<file path="config.mk">
export PLATFORM = sky130hd
export DESIGN_NAME = wire_string_to_utf8_top
export DESIGN_NICKNAME = d
export VERILOG_FILES = /design/src/sv/wstu_pkg.sv /design/src/sv/wire_string_to_utf8_top.sv /design/src/sv/wstu_front.sv /design/src/sv/wstu_queue.sv /design/src/sv/wstu_back.sv
export SDC_FILE = /design/constraint.sdc
export NUM_CORES = 1
export LEC_CHECK = 0
export BUFFER_PORTS_ARGS = -buffer_cell sky130_fd_sc_hd__buf_2
export CAP_MARGIN = 20
export CORE_MARGIN = 4
export CORE_UTILIZATION = 50
export DETAILED_ROUTE_END_ITERATION = 12
export PLACE_DENSITY = 0.67
export SLEW_MARGIN = 20
export SYNTH_ARGS = -nofsm -noshare
export SYNTH_HDL_FRONTEND = slang
export SYNTH_SLANG_ARGS = --single-unit
</file>
<file path="constraint.sdc">
create_clock -name clock -period 4.55 [get_ports clock]
set_input_delay 0.91 -clock clock [delete_from_list [all_inputs] [get_ports clock]]
set_output_delay 0.91 -clock clock [all_outputs]
set_load 0.01 [all_outputs]
</file>
<file path="src/sv/wstu_pkg.sv">
// Shared types and constants for the wire string to UTF-8 transcoder.
// Used by the front, queue, back and top-level modules; depends on nothing.
`default_nettype none

package wstu_pkg;

   // configuration register indexes
   localparam logic CSR_FORMAT_MODE = 1'b0;
   localparam logic CSR_MAX_UNITS   = 1'b1;

   localparam logic [15:0] MAX_UNITS_RESET = 16'd4096;

   // result status codes
   localparam logic [1:0] STATUS_OK       = 2'd0;
   localparam logic [1:0] STATUS_TRUNC    = 2'd1;
   localparam logic [1:0] STATUS_TOO_LONG = 2'd2;

   // UTF-8 lead and continuation prefixes
   localparam logic [7:0] UTF8_LEAD2 = 8'hC0;
   localparam logic [7:0] UTF8_LEAD3 = 8'hE0;
   localparam logic [7:0] UTF8_LEAD4 = 8'hF0;
   localparam logic [7:0] UTF8_CONT  = 8'h80;

   localparam logic [20:0] REPLACEMENT_CHAR = 21'h00FFFD;
   localparam logic [31:0] CODE_POINT_LIMIT = 32'h0011_0000;

   // job queue between front and back
   localparam int QUEUE_DEPTH = 4;
   localparam int QPTR_W      = $clog2(QUEUE_DEPTH);

   typedef struct packed {
      logic [7:0]  data_byte;
      logic [15:0] bytes_left;
   } wstu_req_type;

   typedef struct packed {
      logic [7:0] out_byte;
      logic       last;
      logic [1:0] status;
   } wstu_rsp_type;

   typedef struct packed {
      logic        format_mode;
      logic [15:0] max_units;
   } wstu_cfg_type;

   // one unit of back-end work: an optional character, then an optional end marker
   typedef struct packed {
      logic        has_char;
      logic [1:0]  len_m1;
      logic        term;
      logic [1:0]  status;
      logic [20:0] cp;
   } wstu_job_type;

endpackage

`default_nettype wire

</file>
<file path="src/sv/wire_string_to_utf8_top.sv">
// Wire string to UTF-8 transcoder: top level with configuration registers.
// Depends on wstu_pkg, wstu_front, wstu_queue and wstu_back.
//
// Usage: feed the bytes of a length-prefixed string on req_ (valid/ready),
// each with the count of body bytes that follow it. Results leave on rsp_
// as UTF-8 bytes, closed by a zero byte with last set; a length error gives
// a single zero byte with last set and a nonzero status, and the next byte
// is read as a fresh count. csr_ writes format_mode (index 0) and max_units
// (index 1) in the cycle csr_we is high; write only while the block is idle.
// With the job queue empty, a byte that completes a character is written
// into the queue, and its first output byte is then registered into the
// result stage before it shows on rsp_. Throughput: one input byte per cycle
// while the job queue has room; the emitter sends one result per cycle while
// a job waits and rsp_ready is high. A character gives 1 to 4 bytes and each
// string end one terminator. When rsp_ready stays low the four-entry job
// queue fills and req_ready drops; nothing is lost. Reset returns the parser
// to await a count, empties the queue, sets format_mode 0, max_units 4096.
`default_nettype none

module wire_string_to_utf8_top #(
   parameter int MAX_BODY_BYTES = 65535
) (
   input  wire logic                   clock,
   input  wire logic                   reset,
   input  wire logic                   req_valid,
   output logic                        req_ready,
   input  wire wstu_pkg::wstu_req_type req_data,
   output logic                        rsp_valid,
   input  wire logic                   rsp_ready,
   output wstu_pkg::wstu_rsp_type      rsp_data,
   input  wire logic                   csr_we,
   input  wire logic                   csr_index,
   input  wire logic [15:0]            csr_wdata
);
   import wstu_pkg::*;

   wstu_cfg_type cfg_ff, cfg_in;
   logic         take;
   logic         q_push, q_full, q_pop, q_valid;
   wstu_job_type q_job, q_head;

   always_comb begin
      cfg_in = cfg_ff;
      if (csr_we) begin
         case (csr_index)
            CSR_FORMAT_MODE: cfg_in.format_mode = csr_wdata[0];
            CSR_MAX_UNITS:   cfg_in.max_units   = csr_wdata;
            default:         cfg_in = cfg_ff;
         endcase
      end
   end

   always_ff @(posedge clock) begin
      if (reset) begin
         cfg_ff.format_mode <= 1'b0;
         cfg_ff.max_units   <= MAX_UNITS_RESET;
      end else begin
         cfg_ff <= cfg_in;
      end
   end

   assign req_ready = !q_full;
   assign take      = req_valid && req_ready;

   wstu_front #(
      .MAX_BODY_BYTES(MAX_BODY_BYTES)
   ) u_front (
      .clock (clock),
      .reset (reset),
      .take  (take),
      .req   (req_data),
      .cfg   (cfg_ff),
      .push  (q_push),
      .job   (q_job)
   );

   wstu_queue u_queue (
      .clock      (clock),
      .reset      (reset),
      .push       (q_push),
      .push_data  (q_job),
      .full       (q_full),
      .pop        (q_pop),
      .head_valid (q_valid),
      .head_data  (q_head)
   );

   wstu_back u_back (
      .clock      (clock),
      .reset      (reset),
      .head_valid (q_valid),
      .head       (q_head),
      .pop        (q_pop),
      .rsp_valid  (rsp_valid),
      .rsp_ready  (rsp_ready),
      .rsp_data   (rsp_data)
   );

   // jobs only come from accepted transactions
   assert property (@(posedge clock) disable iff (reset)
      q_push |-> take)
      else $error("job pushed without an accepted transaction");

   assert property (@(posedge clock) disable iff (reset)
      q_pop |-> q_valid)
      else $error("back end popped an empty queue");

   assert property (@(posedge clock) disable iff (reset)
      rsp_valid && (rsp_data.status != STATUS_OK) |-> rsp_data.last)
      else $error("error result without last");

   assert property (@(posedge clock) disable iff (reset)
      rsp_valid && rsp_data.last |-> (rsp_data.out_byte == 8'd0))
      else $error("terminator byte is not zero");

endmodule

`default_nettype wire

</file>
<file path="src/sv/wstu_front.sv">
// Front end: parses count bytes and body bytes, checks lengths, builds jobs.
// Depends on wstu_pkg.
`default_nettype none

module wstu_front #(
   parameter int MAX_BODY_BYTES = 65535
) (
   input  wire logic                  clock,
   input  wire logic                  reset,
   input  wire logic                  take,
   input  wire wstu_pkg::wstu_req_type req,
   input  wire wstu_pkg::wstu_cfg_type cfg,
   output logic                       push,
   output wstu_pkg::wstu_job_type     job
);
   import wstu_pkg::*;

   localparam logic [1:0] PH_LEN  = 2'd0;
   localparam logic [1:0] PH_HIGH = 2'd1;
   localparam logic [1:0] PH_BODY = 2'd2;

   localparam logic [15:0] MaxBody = 16'(MAX_BODY_BYTES);

   logic [1:0]  phase_ff, phase_in;
   logic [7:0]  length_low_ff, length_low_in;
   logic [15:0] units_left_ff, units_left_in;
   logic [1:0]  byte_slot_ff, byte_slot_in;
   logic [31:0] code_point_ff, code_point_in;

   logic [15:0] left_c;
   logic [15:0] count16;
   logic [31:0] merged;
   logic        unit_done;
   logic [20:0] cp_sel;
   logic [15:0] units_dec;
   logic [1:0]  cp_len_m1;

   always_comb begin
      left_c  = (req.bytes_left > MaxBody) ? MaxBody : req.bytes_left;
      count16 = {req.data_byte, length_low_ff};
      merged  = code_point_ff | (32'(req.data_byte) << {byte_slot_ff, 3'b000});
      unit_done = cfg.format_mode ? (byte_slot_ff != 2'd0) : (byte_slot_ff == 2'd3);

      if (cfg.format_mode) begin
         if (merged[15:11] == 5'b11011) cp_sel = REPLACEMENT_CHAR;
         else                           cp_sel = {5'd0, merged[15:0]};
      end else begin
         if (merged >= CODE_POINT_LIMIT) cp_sel = REPLACEMENT_CHAR;
         else                            cp_sel = merged[20:0];
      end

      if (cp_sel < 21'h80)         cp_len_m1 = 2'd0;
      else if (cp_sel < 21'h800)   cp_len_m1 = 2'd1;
      else if (cp_sel < 21'h10000) cp_len_m1 = 2'd2;
      else                         cp_len_m1 = 2'd3;

      units_dec = (units_left_ff == 16'd0) ? 16'd0 : units_left_ff - 16'd1;
   end

   always_comb begin
      phase_in      = phase_ff;
      length_low_in = length_low_ff;
      units_left_in = units_left_ff;
      byte_slot_in  = byte_slot_ff;
      code_point_in = code_point_ff;
      push          = 1'b0;
      job           = '0;
      job.term      = 1'b1;
      job.status    = STATUS_OK;

      if (take) begin
         case (phase_ff)
            PH_HIGH: begin
               phase_in = PH_LEN;
               if (count16 > cfg.max_units) begin
                  push       = 1'b1;
                  job.status = STATUS_TOO_LONG;
               end else if ({1'b0, left_c} < {count16, 1'b0}) begin
                  push       = 1'b1;
                  job.status = STATUS_TRUNC;
               end else if (count16 == 16'd0) begin
                  push = 1'b1;
               end else begin
                  units_left_in = count16;
                  byte_slot_in  = 2'd0;
                  code_point_in = 32'd0;
                  phase_in      = PH_BODY;
               end
            end
            PH_BODY: begin
               if (!unit_done) begin
                  byte_slot_in  = byte_slot_ff + 2'd1;
                  code_point_in = merged;
               end else begin
                  push          = 1'b1;
                  job.has_char  = 1'b1;
                  job.len_m1    = cp_len_m1;
                  job.cp        = cp_sel;
                  job.term      = (units_dec == 16'd0);
                  code_point_in = 32'd0;
                  byte_slot_in  = 2'd0;
                  units_left_in = units_dec;
                  if (units_dec == 16'd0) phase_in = PH_LEN;
               end
            end
            default: begin
               // awaiting the first count byte
               phase_in = PH_LEN;
               if (cfg.format_mode) begin
                  if (left_c == 16'd0) begin
                     push       = 1'b1;
                     job.status = STATUS_TRUNC;
                  end else begin
                     length_low_in = req.data_byte;
                     phase_in      = PH_HIGH;
                  end
               end else if (left_c < {6'd0, req.data_byte, 2'b00}) begin
                  push       = 1'b1;
                  job.status = STATUS_TRUNC;
               end else if (req.data_byte == 8'd0) begin
                  push = 1'b1;
               end else begin
                  units_left_in = {8'd0, req.data_byte};
                  byte_slot_in  = 2'd0;
                  code_point_in = 32'd0;
                  phase_in      = PH_BODY;
               end
            end
         endcase
      end
   end

   always_ff @(posedge clock) begin
      if (reset) begin
         phase_ff      <= PH_LEN;
         length_low_ff <= 8'd0;
         units_left_ff <= 16'd0;
         byte_slot_ff  <= 2'd0;
         code_point_ff <= 32'd0;
      end else begin
         phase_ff      <= phase_in;
         length_low_ff <= length_low_in;
         units_left_ff <= units_left_in;
         byte_slot_ff  <= byte_slot_in;
         code_point_ff <= code_point_in;
      end
   end

endmodule

`default_nettype wire

</file>
<file path="src/sv/wstu_queue.sv">
// Short job queue between the parsing front end and the byte emitter.
// Depends on wstu_pkg.
`default_nettype none

module wstu_queue (
   input  wire logic                  clock,
   input  wire logic                  reset,
   input  wire logic                  push,
   input  wire wstu_pkg::wstu_job_type push_data,
   output logic                       full,
   input  wire logic                  pop,
   output logic                       head_valid,
   output wstu_pkg::wstu_job_type     head_data
);
   import wstu_pkg::*;

   wstu_job_type         slot_ff [QUEUE_DEPTH];
   logic [QPTR_W-1:0]    wr_ptr_ff, wr_ptr_in;
   logic [QPTR_W-1:0]    rd_ptr_ff, rd_ptr_in;
   logic [QPTR_W:0]      count_ff, count_in;
   logic                 do_push, do_pop;

   always_comb begin
      full       = (count_ff == (QPTR_W+1)'(QUEUE_DEPTH));
      head_valid = (count_ff != '0);
      head_data  = slot_ff[rd_ptr_ff];
      do_push    = push && !full;
      do_pop     = pop && head_valid;
      wr_ptr_in  = do_push ? wr_ptr_ff + 1'b1 : wr_ptr_ff;
      rd_ptr_in  = do_pop ? rd_ptr_ff + 1'b1 : rd_ptr_ff;
      case ({do_push, do_pop})
         2'b10:   count_in = count_ff + 1'b1;
         2'b01:   count_in = count_ff - 1'b1;
         default: count_in = count_ff;
      endcase
   end

   always_ff @(posedge clock) begin
      if (reset) begin
         wr_ptr_ff <= '0;
         rd_ptr_ff <= '0;
         count_ff  <= '0;
      end else begin
         wr_ptr_ff <= wr_ptr_in;
         rd_ptr_ff <= rd_ptr_in;
         count_ff  <= count_in;
      end
   end

   always_ff @(posedge clock) begin
      if (do_push) slot_ff[wr_ptr_ff] <= push_data;
   end

endmodule

`default_nettype wire

</file>
<file path="src/sv/wstu_back.sv">
// Back end: expands queued jobs into UTF-8 bytes and end markers, one a cycle
// when rsp_ready allows, into the registered result stage. Depends on wstu_pkg.
`default_nettype none

module wstu_back (
   input  wire logic                  clock,
   input  wire logic                  reset,
   input  wire logic                  head_valid,
   input  wire wstu_pkg::wstu_job_type head,
   output logic                       pop,
   output logic                       rsp_valid,
   input  wire logic                  rsp_ready,
   output wstu_pkg::wstu_rsp_type     rsp_data
);
   import wstu_pkg::*;

   logic [2:0]    idx_ff, idx_in;
   logic          rsp_valid_ff, rsp_valid_in;
   wstu_rsp_type  rsp_data_ff, rsp_data_in;

   logic          load;
   logic [2:0]    total_m1;
   logic          is_char;
   logic [1:0]    sh;
   logic [5:0]    six;
   logic [7:0]    lead;
   logic [7:0]    char_byte;

   always_comb begin
      total_m1 = head.has_char ? ({1'b0, head.len_m1} + {2'b00, head.term}) : 3'd0;
      is_char  = head.has_char && (idx_ff <= {1'b0, head.len_m1});
      sh       = head.len_m1 - idx_ff[1:0];

      case (sh)
         2'd0:    six = head.cp[5:0];
         2'd1:    six = head.cp[11:6];
         2'd2:    six = head.cp[17:12];
         default: six = {3'b000, head.cp[20:18]};
      endcase

      case (head.len_m1)
         2'd0:    lead = {1'b0, head.cp[6:0]};
         2'd1:    lead = UTF8_LEAD2 | {3'b000, head.cp[10:6]};
         2'd2:    lead = UTF8_LEAD3 | {4'b0000, head.cp[15:12]};
         default: lead = UTF8_LEAD4 | {5'b00000, head.cp[20:18]};
      endcase

      char_byte = (idx_ff == 3'd0) ? lead : (UTF8_CONT | {2'b00, six});

      load = head_valid && (!rsp_valid_ff || rsp_ready);
      pop  = load && (idx_ff == total_m1);

      idx_in       = idx_ff;
      rsp_valid_in = rsp_valid_ff;
      rsp_data_in  = rsp_data_ff;
      if (load) begin
         rsp_valid_in = 1'b1;
         if (is_char) begin
            rsp_data_in.out_byte = char_byte;
            rsp_data_in.last     = 1'b0;
            rsp_data_in.status   = STATUS_OK;
         end else begin
            rsp_data_in.out_byte = 8'd0;
            rsp_data_in.last     = 1'b1;
            rsp_data_in.status   = head.status;
         end
         idx_in = pop ? 3'd0 : idx_ff + 3'd1;
      end else if (rsp_ready) begin
         rsp_valid_in = 1'b0;
      end
   end

   always_ff @(posedge clock) begin
      if (reset) begin
         idx_ff       <= 3'd0;
         rsp_valid_ff <= 1'b0;
      end else begin
         idx_ff       <= idx_in;
         rsp_valid_ff <= rsp_valid_in;
      end
   end

   always_ff @(posedge clock) begin
      rsp_data_ff <= rsp_data_in;
   end

   assign rsp_valid = rsp_valid_ff;
   assign rsp_data  = rsp_data_ff;

endmodule

`default_nettype wire

</file>
==> results by group <==
Worst setup path
  – Crit end category: flop
  – Register-to-Register Path Depth: 14
  – Critical Path Source Type: flop
  – Crit-path leading delay family: adder cells
  – Critical-path maximum fanout: 10
  – Worst setup endpoint: u_queue.count_ff[2]
  – Worst-path cell chain: buf_4 -> mux4_2 -> ha_1 -> ha_1 -> xor2_1 -> o22ai_1 -> a32oi_1 -> nor3_2 -> ha_1 -> inv_1 -> fa_1 -> xor2_1 -> or3_1 -> a21oi_1
  – FF-to-FF setup slack: 690 ps
  – Slowest cell on the critical path: sky130_fd_sc_hd__mux4_2
  – Most frequent cell on the critical path: sky130_fd_sc_hd__ha_1
  – Required time at the worst-slack endpoint: around 5000 ps
  – Class of the most critical setup path: flop to flop
  – Biggest cell delay along the critical path: roughly 540 ps
  – Total buffers and inverters traversed by the critical path: 2
  – Data arrival at the endpoint of the critical path: roughly 4300 ps
  – R2R Path End: u_queue.count_ff[2]
  – Critical Path Stages: 14

Yosys
  – Number of distinct library cells after synthesis: 80
  – Syn Std Cell Area: approximately 11,000 sq um
  – Count of yosys warnings during synthesis: 0
  – Post-synthesis sequential element count: 209
  – Syn Area/Cell: about 11 sq um
  – Sequential cell area fraction in the yosys report: 49.6%
  – Post-synth EDFFs: 119
  – Post-synthesis instance total: between 1,000 and 1,500
  – Synthesized netlist net count: between 1,000 and 1,500
  – Top_reg_cell synth: sky130_fd_sc_hd__edfxtp_1
  – Fraction of registers with async set/reset: 0%

Timing
  – Final number of setup-violating endpoints: 0
  – Count of final hold-check violations: 0
  – Final cycle utilization of the critical path: ~85%
  – Worst Max-Slew Pin Slew: a little under 900 ps
  – Time the final worst path needs with I/O delays and setup: approximately 3900 ps
  – Post-Route Skew: ~20 ps
  – Maximum operating frequency: roughly 260 MHz
  – Post-route setup TNS: 0 ps
  – Unrepaired setup endpoints after global routing: no
  – Max_slew headroom: 41.0%
  – Total count of max-transition violations in the final report: 0

Routing
  – Total wirelength of the detailed-routed design: between 20,000 and 30,000 um
  – Met2 Wirelength: 13,200 um
  – Routed length on met1: ~12,000 um
  – Total via count after detailed routing: 8,193
  – Metal3 WL: approximately 1400 um
  – Number of routed nets with antenna violations: 0
  – Routed len/inst: 19.7 um
  – Detail-routed via count per cell: around 6.0
  – Iteration count of the initial detailed-routing pass: 5
  – 1st-iter DRT viols: 723
  – Uppermost layer routed: met4
  – Final routed DRC violation total: 0

Cells and area
  – Share of the core filled with cells in the final layout: between 50 and 60%
  – Count of non-filler cells in the finished layout: about 1,400
  – Area growth from synthesis to layout: 12.7%
  – Final #Nets: roughly 1,200
  – # diodes: 0
  – Most frequent standard cell in the layout excluding fill and tap cells: sky130_fd_sc_hd__edfxtp_1
  – Layout cells sized above 1: between 10% and 20%
  – Most frequent cells in the layout: sky130_fd_sc_hd__edfxtp_1 (119), sky130_fd_sc_hd__nor2_1 (99), sky130_fd_sc_hd__a21oi_1 (97)

Power
  – Peak supply drop: roughly 0.22 mV
  – Combinational share of power: 27.8%
  – Switching Power: about 1.8 mW
  – Internal power: between 3 and 4 mW
  – Total power density per cell area: between 400 and 500 nW/um^2
  – Clock power frac: approximately a third
  – Standby leakage power: about 4.4 nW
  – Design Power: 5.72 mW
  – Switching part of the total power: just over 30%
  – Sequential power share: between 40% and 50%

Placement
  – HPWL after detailed placement: 18,500 um
  – IO Port Bufs: 58
  – Total instance count after detailed placement: ~1,300
  – Placer's final routability congestion estimate: 0.905

Global routing
  – Remaining global-route overflow: 0
  – Via count of the first global-routing pass: approximately 8,000
  – Number of antenna violations at the first check in global routing: 0
  – Wire length of the first global-routing pass: about 43,000 um
  – Pin count of the biggest net entering global routing: 59
  – Global routing usage summed across all routing layers: between 20% and 30%

Die
  – Number of placed I/O pins: 59
  – Die Span X: about 160 um
  – Vertical die dimension: between 150 and 200 um
  – Area enclosed by the die boundary: about 24,000 sq um
  – Starting Density: just over 50%
  – Site Rows: 53
  – Core area: roughly 21,000 sq um

Clocking
  – Number of clock sinks: between 200 and 250
  – Buffer levels on the longest clock path: 3
  – Number of buffers added for setup after CTS: 0
  – H-tree levels: 1
  – Master cell of the clock root buffer: sky130_fd_sc_hd__clkbuf_16
  – Cts bufs inserted: 23
  – Resize count post-CTS: 0
  – Clock edge transition at the registers on the reported setup and hold paths: approximately 60 ps
  – Clock insertion delay at the later pin of the skew report: about 500 ps
  – Hold buffers post-CTS: 0
  – Clock tree from TritonCTS: built

Status
  – Result of the run: finished clean

Job
  – Maximum Capacitance Violations: 0

Worst hold path
  – Class of the tightest hold or removal check: flop to flop
layer usage:
metal  vias up  track usage, %
met5         -               0
met4         0            4.50
met3        43            2.87
met2       248            37.6
met1      3970            30.3
li1       3932               -
worst min-delay path by stage:
stage / start / end / depth (start not counted)
5_1_grt: cfg_ff[9] / cfg_ff[9] / 2
3_3_place_gp: cfg_ff[9] / cfg_ff[9] / 2
3_5_place_dp: cfg_ff[9] / cfg_ff[9] / 2
4_1_cts: cfg_ff[9] / cfg_ff[9] / 2
2_1_floorplan: cfg_ff[10] / cfg_ff[10] / 2
6_report: cfg_ff[9] / cfg_ff[9] / 2
kinds of logic after synthesis:
family          synth area share, %
simple gates                   15.1
fa+ha+maj                      7.11
mux                            7.71
flops                          49.6
xor+xnor                      0.889
buf+inv                        4.46
compound gates                 15.2
worst min-delay path: stages, from the launching register on:
cell,delay [ps]
sky130_fd_sc_hd__dfxtp_1,310
sky130_fd_sc_hd__nand2_1,50
sky130_fd_sc_hd__a21oi_1,50
layout make-up:
type / count / area, sq um
clock buffers: 27 / 601
clock inverters: 14 / 146
fillers: 1800 / 8950
inverters: 59 / 221
multi-input cells: 687 / 4990
flip-flops and latches: 209 / 5380
well taps: 275 / 344
repair buffers: 88 / 528
stage by stage:
step           area [sq um]  hold WS (ps)  setup slack, ps
3_3_place_gp          11500           444              468
6_report              12200           453              695
2_1_floorplan         10800           436              577
5_1_grt               12200           478              423
4_1_cts               12200           458              673
3_5_place_dp          11500           450              357
power groups by stage:
stage	Sequential, mW	Combinational (mW)	Clock [mW]
after floorplan	2.31	1.16	0
after global placement	2.32	1.56	0
after detailed placement	2.33	1.58	0
after CTS	2.29	1.59	1.87
after global routing	2.30	1.76	1.96
final	2.29	1.59	1.84
state kept, by name, indices dropped and copies added (netlist names), named ones only:
signal and count:
cfg_ff 17, u_back.idx_ff 3, u_back.rsp_data 11, u_back.rsp_valid 1, u_front.byte_slot_ff 2, u_front.code_point_ff 32
u_front.length_low_ff 8, u_front.phase_ff 2, u_front.units_left_ff 16, u_queue.count_ff 3, u_queue.rd_ptr_ff 2, u_queue.slot_ff 108
u_queue.wr_ptr_ff 2
cell usage after synthesis, types with 5 or more instances:
master,n,share of area [%]
sky130_fd_sc_hd__edfxtp_1,119,33
sky130_fd_sc_hd__nor2_1,99,3.4
sky130_fd_sc_hd__a21oi_1,97,4.5
sky130_fd_sc_hd__dfxtp_1,90,17
sky130_fd_sc_hd__nand2_1,73,2.5
sky130_fd_sc_hd__ha_1,60,6.9
sky130_fd_sc_hd__inv_1,59,2.0
sky130_fd_sc_hd__clkbuf_1,50,1.7
sky130_fd_sc_hd__a31oi_1,42,2.4
sky130_fd_sc_hd__and3_1,30,1.7
sky130_fd_sc_hd__mux4_2,30,6.2
sky130_fd_sc_hd__o21ai_0,22,1.0
sky130_fd_sc_hd__nor3_1,20,0.92
sky130_fd_sc_hd__nor4_1,15,0.87
sky130_fd_sc_hd__nand3_1,13,0.60
sky130_fd_sc_hd__and4_1,11,0.89
sky130_fd_sc_hd__and2_1,10,0.58
sky130_fd_sc_hd__buf_2,10,0.46
sky130_fd_sc_hd__mux2i_1,10,0.92
sky130_fd_sc_hd__a211oi_1,9,0.62
sky130_fd_sc_hd__o31ai_1,9,0.62
sky130_fd_sc_hd__xor2_1,9,0.73
sky130_fd_sc_hd__nand4_1,8,0.46
sky130_fd_sc_hd__nor2b_1,8,0.46
sky130_fd_sc_hd__a21o_1,7,0.48
sky130_fd_sc_hd__o41ai_1,7,0.57
sky130_fd_sc_hd__a221oi_1,6,0.48
sky130_fd_sc_hd__nand2b_1,5,0.29
sky130_fd_sc_hd__or4_1,5,0.35
Power figures use the tool's default switching activity.
